### src/rtl/br2m_pkg.sv
// shared constants and stage data type for the radix-2 booth multiplier
package br2m_pkg;

    // operand width, 2 to 32
    localparam int WIDTH = 32;
    // port widths of the operand and product fields
    localparam int FIELD_W = 32;
    localparam int PROD_W = 64;
    // accumulator carries one extra bit for the most negative operands
    localparam int ACC_W = WIDTH + 1;

    // booth pair {current multiplier bit, previous bit}
    localparam logic [1:0] BOOTH_ADD = 2'b01;
    localparam logic [1:0] BOOTH_SUB = 2'b10;

    typedef struct packed {
        logic signed [ACC_W-1:0] acc;
        logic [WIDTH-1:0]        q;
        logic                    qprev;
        logic signed [WIDTH-1:0] m;
    } br2m_data_t;

endpackage

### src/rtl/br2m_stage.sv
// one booth step followed by a pipeline register with valid and back-pressure
module br2m_stage (
    input  logic                 clk,
    input  logic                 rst_n,
    input  logic                 in_valid,
    input  br2m_pkg::br2m_data_t in_data,
    output logic                 in_ready,
    output logic                 out_valid,
    output br2m_pkg::br2m_data_t out_data,
    input  logic                 out_ready
);

    logic                    valid_reg;
    br2m_pkg::br2m_data_t    data_reg;
    br2m_pkg::br2m_data_t    data_next;
    logic signed [br2m_pkg::ACC_W-1:0] m_ext;
    logic signed [br2m_pkg::ACC_W-1:0] sum;

    // add, subtract or keep the accumulator, then shift the pair right
    always_comb
    begin
        m_ext = br2m_pkg::ACC_W'(in_data.m);
        case ({in_data.q[0], in_data.qprev})
            br2m_pkg::BOOTH_ADD: sum = in_data.acc + m_ext;
            br2m_pkg::BOOTH_SUB: sum = in_data.acc - m_ext;
            default:             sum = in_data.acc;
        endcase
        data_next.acc   = sum >>> 1;
        data_next.q     = {sum[0], in_data.q[br2m_pkg::WIDTH-1:1]};
        data_next.qprev = in_data.q[0];
        data_next.m     = in_data.m;
    end

    // register may load when empty or when its contents move on
    assign in_ready = !valid_reg || out_ready;

    always_ff @(posedge clk or negedge rst_n)
    begin
        if (!rst_n)
        begin
            valid_reg <= 1'b0;
        end
        else if (in_ready)
        begin
            valid_reg <= in_valid;
        end
    end

    always_ff @(posedge clk)
    begin
        if (in_ready && in_valid)
        begin
            data_reg <= data_next;
        end
    end

    assign out_valid = valid_reg;
    assign out_data  = data_reg;

endmodule

### config.mk
export PLATFORM = sky130hd
export DESIGN_NAME = br2m_stage
export DESIGN_NICKNAME = d
export VERILOG_FILES = /design/src/rtl/br2m_pkg.sv /design/src/rtl/br2m_stage.sv
export SDC_FILE = /design/constraint.sdc
export NUM_CORES = 1
export LEC_CHECK = 0
export ABC_CLOCK_PERIOD_IN_PS = 8470
export BUFFER_PORTS_ARGS = -buffer_cell sky130_fd_sc_hd__buf_2
export CAP_MARGIN = 30
export CORE_MARGIN = 2
export CORE_UTILIZATION = 35
export DETAILED_ROUTE_END_ITERATION = 7
export PLACE_DENSITY_LB_ADDON = 0.25
export REMOVE_ABC_BUFFERS = 1
export SYNTH_ARGS = -nofsm -noshare
export SYNTH_HDL_FRONTEND = slang
export SYNTH_SLANG_ARGS = --single-unit
### constraint.sdc
create_clock -name clk -period 8.47 [get_ports clk]
set_input_delay 1.2705 -clock clk [delete_from_list [all_inputs] [get_ports clk]]
set_output_delay 1.2705 -clock clk [all_outputs]
set_load 0.02 [all_outputs]
* After elaboration in Yosys (flattened, before gate mapping)
Cells that the tools add are included.
** Cells by class
- Add/sub/neg operators :: 2
- Equality and inequality tests :: 2
- Mux-type cells :: 1
- Reductions and logical operators :: 3
** Operators by type and width (number)
- one-hot mux 33 bit (2 select lines) :: 1
- adder 33 x 32 -> 33 bit :: 1
- subtractor 33 x 32 -> 33 bit :: 1
- equality test 2 x 1 -> 1 bit, second input constant :: 1
- equality test 2 bit, second input constant :: 1
- logical AND 1 bit :: 1
- zero test 1 bit :: 1
- logical OR 1 bit :: 1
** Storage, ports and cells
- Flip-flop bits (word level) :: 98
- Input port bits :: 102
- Output and inout port bits :: 100

* Longest topological paths before layout
- Depth after elaboration :: 3
- Gate-level depth with buffers :: 17

* Worst setup path before layout
Ideal clock, no wire load.
- Path type :: input to register
- From :: in in_data[5] (netlist name)
- To :: reg out_data[96] (netlist name)
- Library setup time :: 0.256 ns
- Arrival time :: 4.666 ns
- Data required time :: 8.214 ns
- Setup slack :: 3.548 ns
- Stages :: 17
- Buffers on the path :: 1
- Cells stage by stage :: nor4_1 > nor4b_1 > and2_1 > and3_1 > and2_1 > and2b_1 > a21oi_1 > xnor2_1 > ha_1 > clkbuf_1 > a21oi_1 > o21bai_1 > a21oi_1 > o311ai_0 > a21oi_1 > mux2_2 > xor2_1
** Between the ends
- Word-level cells in the longest chain between the ends :: 2
- Elaborated cells between the ends (all ways) :: 3
** RTL lines
- start: declaration :: RTL line br2m_stage.sv:6 : input br2m_pkg::br2m_data_t in_data,
- subtractor 33 x 32 -> 33 bit or adder 33 x 32 -> 33 bit (tied branches) :: RTL line br2m_stage.sv:25, br2m_stage.sv:24
- one-hot mux 33 bit (2 select lines) (*) :: RTL line br2m_stage.sv:23 : case ({in_data.q[0], in_data.qprev})
- named net sum (one bit) :: RTL line br2m_stage.sv:17 : logic signed [br2m_pkg::ACC_W-1:0] sum;
The timed path passes the listed nets; every way through them passes the cells marked *.
A chain may end at the register's enable or synchronous reset.

* Final worst setup path
- From :: in in_data[5] (netlist name)
- To :: reg out_data[96] (netlist name)
** Between the ends
- Word-level cells in the longest chain between the ends :: 2
- Elaborated cells between the ends (all ways) :: 3
** RTL lines (RTL line)
- subtractor 33 x 32 -> 33 bit or adder 33 x 32 -> 33 bit (tied branches) :: br2m_stage.sv:25, br2m_stage.sv:24
- one-hot mux 33 bit (2 select lines) (*) :: br2m_stage.sv:23
- named net sum (one bit) :: br2m_stage.sv:17
Marked as above.

==> metrics.yaml <==
outcome: "completed"
finalNonFillerCells: 954
cts_resized: 0
syn_area_um2: 5690
cts_setup_buffers: 0
grt_pass1_vias: 4801
synth_edf_count: 97
max_freq_mhz: 178
via_per_inst: 5.02
fin_tns_setup_ps: 0
finalSetupViolations: 0
rsz0062_at_grt: "no"
dieArea_um2: 17300
dp_cells: 938
r2r_slack_ps: 6390
slew_violations: 0
grt_pass1_wl_um: 24800
ioPinCount: 202
fill_cells: 1550
ctsHoldBuffers: 0
leakagePower_nw: 3.03
cpPeakStageDelay_ps: 830
cpMostUsedCell: "a21oi_1"
hpwl_um: 12000
diodes: 0
yosysTopAreaCellShare: 0.512
place_congestion: 0.838
r2r-end: "out_data[25]$_DFFE_PP_"
r2r-start: "out_valid$_DFFE_PN0N_"
die_x_um: 132
drc: 0
final_common_cell: "buf_2"
yosys_warnings: 0
rows: 46
htree_levels: 3
finClkSkew_ps: 7.67
portBuffers: 201
grt_max_degree: 67
synth_area_leaders: "edfxtp_1, ha_1, xnor2_1"
yosys_register_bits: 98
fin_crit_ps: 5620
powerDensity_nw_per_um2: 199
hold-path-endpoint: "out_valid$_DFFE_PN0N_"
firstDrtPassIters: 4
crit_arrival_ps: 5730
hold_depth: 2
die-height_um: 132
maxSlewHeadroom: 0.349
cts.sinks: 98
syn_inst: 534
via_count: 4785
multi_input_area_um2: 2620
seq_area_frac_synth: 0.516
wl_per_cell_um: 16.2
overflow: 0
drt_iter0_drc: 244
root_buffer: "clkbuf_16"
clk_pin_slew_ps: 70
max-vdd-ir-drop_v: 0.000117
critPathLaunchType: "primary input"
yosys_most_used_dff: "edfxtp_1"
synth_area_per_cell_um2: 10.7
seqCellArea_um2: 2940
final_cell_mix: "buf_2, edfxtp_1, nand2_1"
setup_ws_ps: 2850
grt_usage: 0.180
hp-class: "flop to flop"
start_util: 0.358
synthToLayoutAreaGrowth_pct: 27.3
yosys.area.top_type: "edfxtp_1"
drive_gt1_frac: 0.306
tightestPinTransition_ps: 963
wl_um: 15500
cts_made_buffers: 9
crit_fanout: 9
worstSetupPathType: "primary input to flop"
maxCapViolCount: 0
ys_types: 49
pre_cts_ws_ps: 2560
hold_viol: 0
nNetsFinal: 870
endpoint_kind: "flop"
ant_nets: 0
core_area_um2: 15900
cp.required_ps: 8580
cp_slowest_cell: "nor4b_1"
tritoncts: "built"
crit_chain: "buf_2 -> nor4_1 -> nor4b_1 -> and2_1 -> and3_1 -> and2_1 -> and2b_1 -> a21oi_1 -> xnor2_1 -> ha_1 -> a21oi_1 -> o21bai_1 -> a21oi_1 -> o311ai_0 -> a21oi_1 -> mux2_2 -> xor2_1"
antenna_found_initial: 1
reg2reg_depth: 3
holdWs_ps: 540
fin_crit_sh: 0.664
clk_latency_ps: 350
hold_path.startpoint: "out_valid$_DFFE_PN0N_"
async_reset_ff_frac: 0.0102
clk_path_buf_depth: 2
cell usage after synthesis, types with 2 or more instances:
cell type	n
edfxtp_1	97
nand2_1	54
o21ai_0	48
a21oi_1	47
xnor2_1	47
nor2_1	44
ha_1	34
inv_1	20
clkbuf_1	15
nor3_1	15
a21o_1	13
xor2_1	12
a31oi_1	9
nand4_1	7
o21bai_1	6
nand2b_1	5
nand3_1	5
and3_1	4
nor4_1	4
o211ai_1	4
and2_1	3
o21a_1	3
a2111oi_0	2
a211oi_1	2
a21boi_0	2
a311oi_1	2
and2b_1	2
and4_1	2
mux2_2	2
mux2i_1	2
nor2b_1	2
o2111ai_1	2
o41ai_1	2
critical path, delay by kind of cell:
| family | cells | cell delay, ps |
|---|---|---|
| XOR/XNOR | 2 | 290 |
| buffers and inverters | 1 | 120 |
| AND/OR/NAND/NOR | 6 | 2210 |
| multiplexers | 1 | 360 |
| AO/OA/AOI/OAI | 6 | 1070 |
| adder cells (fa/ha/maj) | 1 | 390 |
worst max-delay path by stage:
stage,startpoint,endpoint,slack [ps],cells past startpoint
after floorplan,in_data[5],out_data[96]$_DFFE_PP_,3580,16
after global placement,in_data[5],out_data[96]$_DFFE_PP_,2740,17
after detailed placement,in_data[5],out_data[96]$_DFFE_PP_,2560,17
after CTS,in_data[5],out_data[96]$_DFFE_PP_,2910,17
after global routing,in_data[5],out_data[96]$_DFFE_PP_,2540,17
final,in_data[5],out_data[96]$_DFFE_PP_,2850,17
through the flow:
stage          power, mW  cell area (um^2)  utilization
3_3_place_gp       0.999              6930        0.436
3_5_place_dp        1.00              6930        0.436
5_1_grt             1.52              7250        0.456
6_report            1.44              7250        0.456
2_1_floorplan      0.875              5630            -
4_1_cts             1.45              7250        0.456
sequential cells by signal (all words and copies together), names as in the netlist:
name / flops
out_data: 97
out_valid: 1
report_power, final:
part / total [mW] / internal, mW / switching, mW
Combinational: 0.398 / 0.152 / 0.246
Clock: 0.449 / 0.260 / 0.189
Sequential: 0.593 / 0.583 / 0.00909
Total: 1.44 / 0.995 / 0.444
cell type report:
type                    count  share of cell area
multi-input cells         400               0.361
clock buffers              10              0.0316
repair buffers            204               0.142
clock inverters             6              0.0124
flip-flops and latches     98               0.405
inverters                  20              0.0104
well taps                 216              0.0373
layer usage:
layer  global-route usage  part of all wire  vias to the layer above  wire, um
met2                0.291              0.45                      207      6980
li1                     -                 -                     2366         -
met5                    0           0.00084                        -        13
met1                0.233              0.45                     2188      6960
met4               0.0501             0.018                        2       279
met3               0.0575             0.081                       22      1250
kinds of logic (layout without fill, tap and decap cells):
group	Yosys count	after routing	share of synthesized area
xor gates and xnor gates	59	59	0.0908
muxes	4	4	0.00747
buffers and inverters	36	240	0.0244
adders and majority gates	35	35	0.0782
AOI/OAI and AO/OA	149	149	0.156
and+or+nand+nor	153	153	0.127
DFF	98	98	0.516
Power figures use the tool's default switching activity.
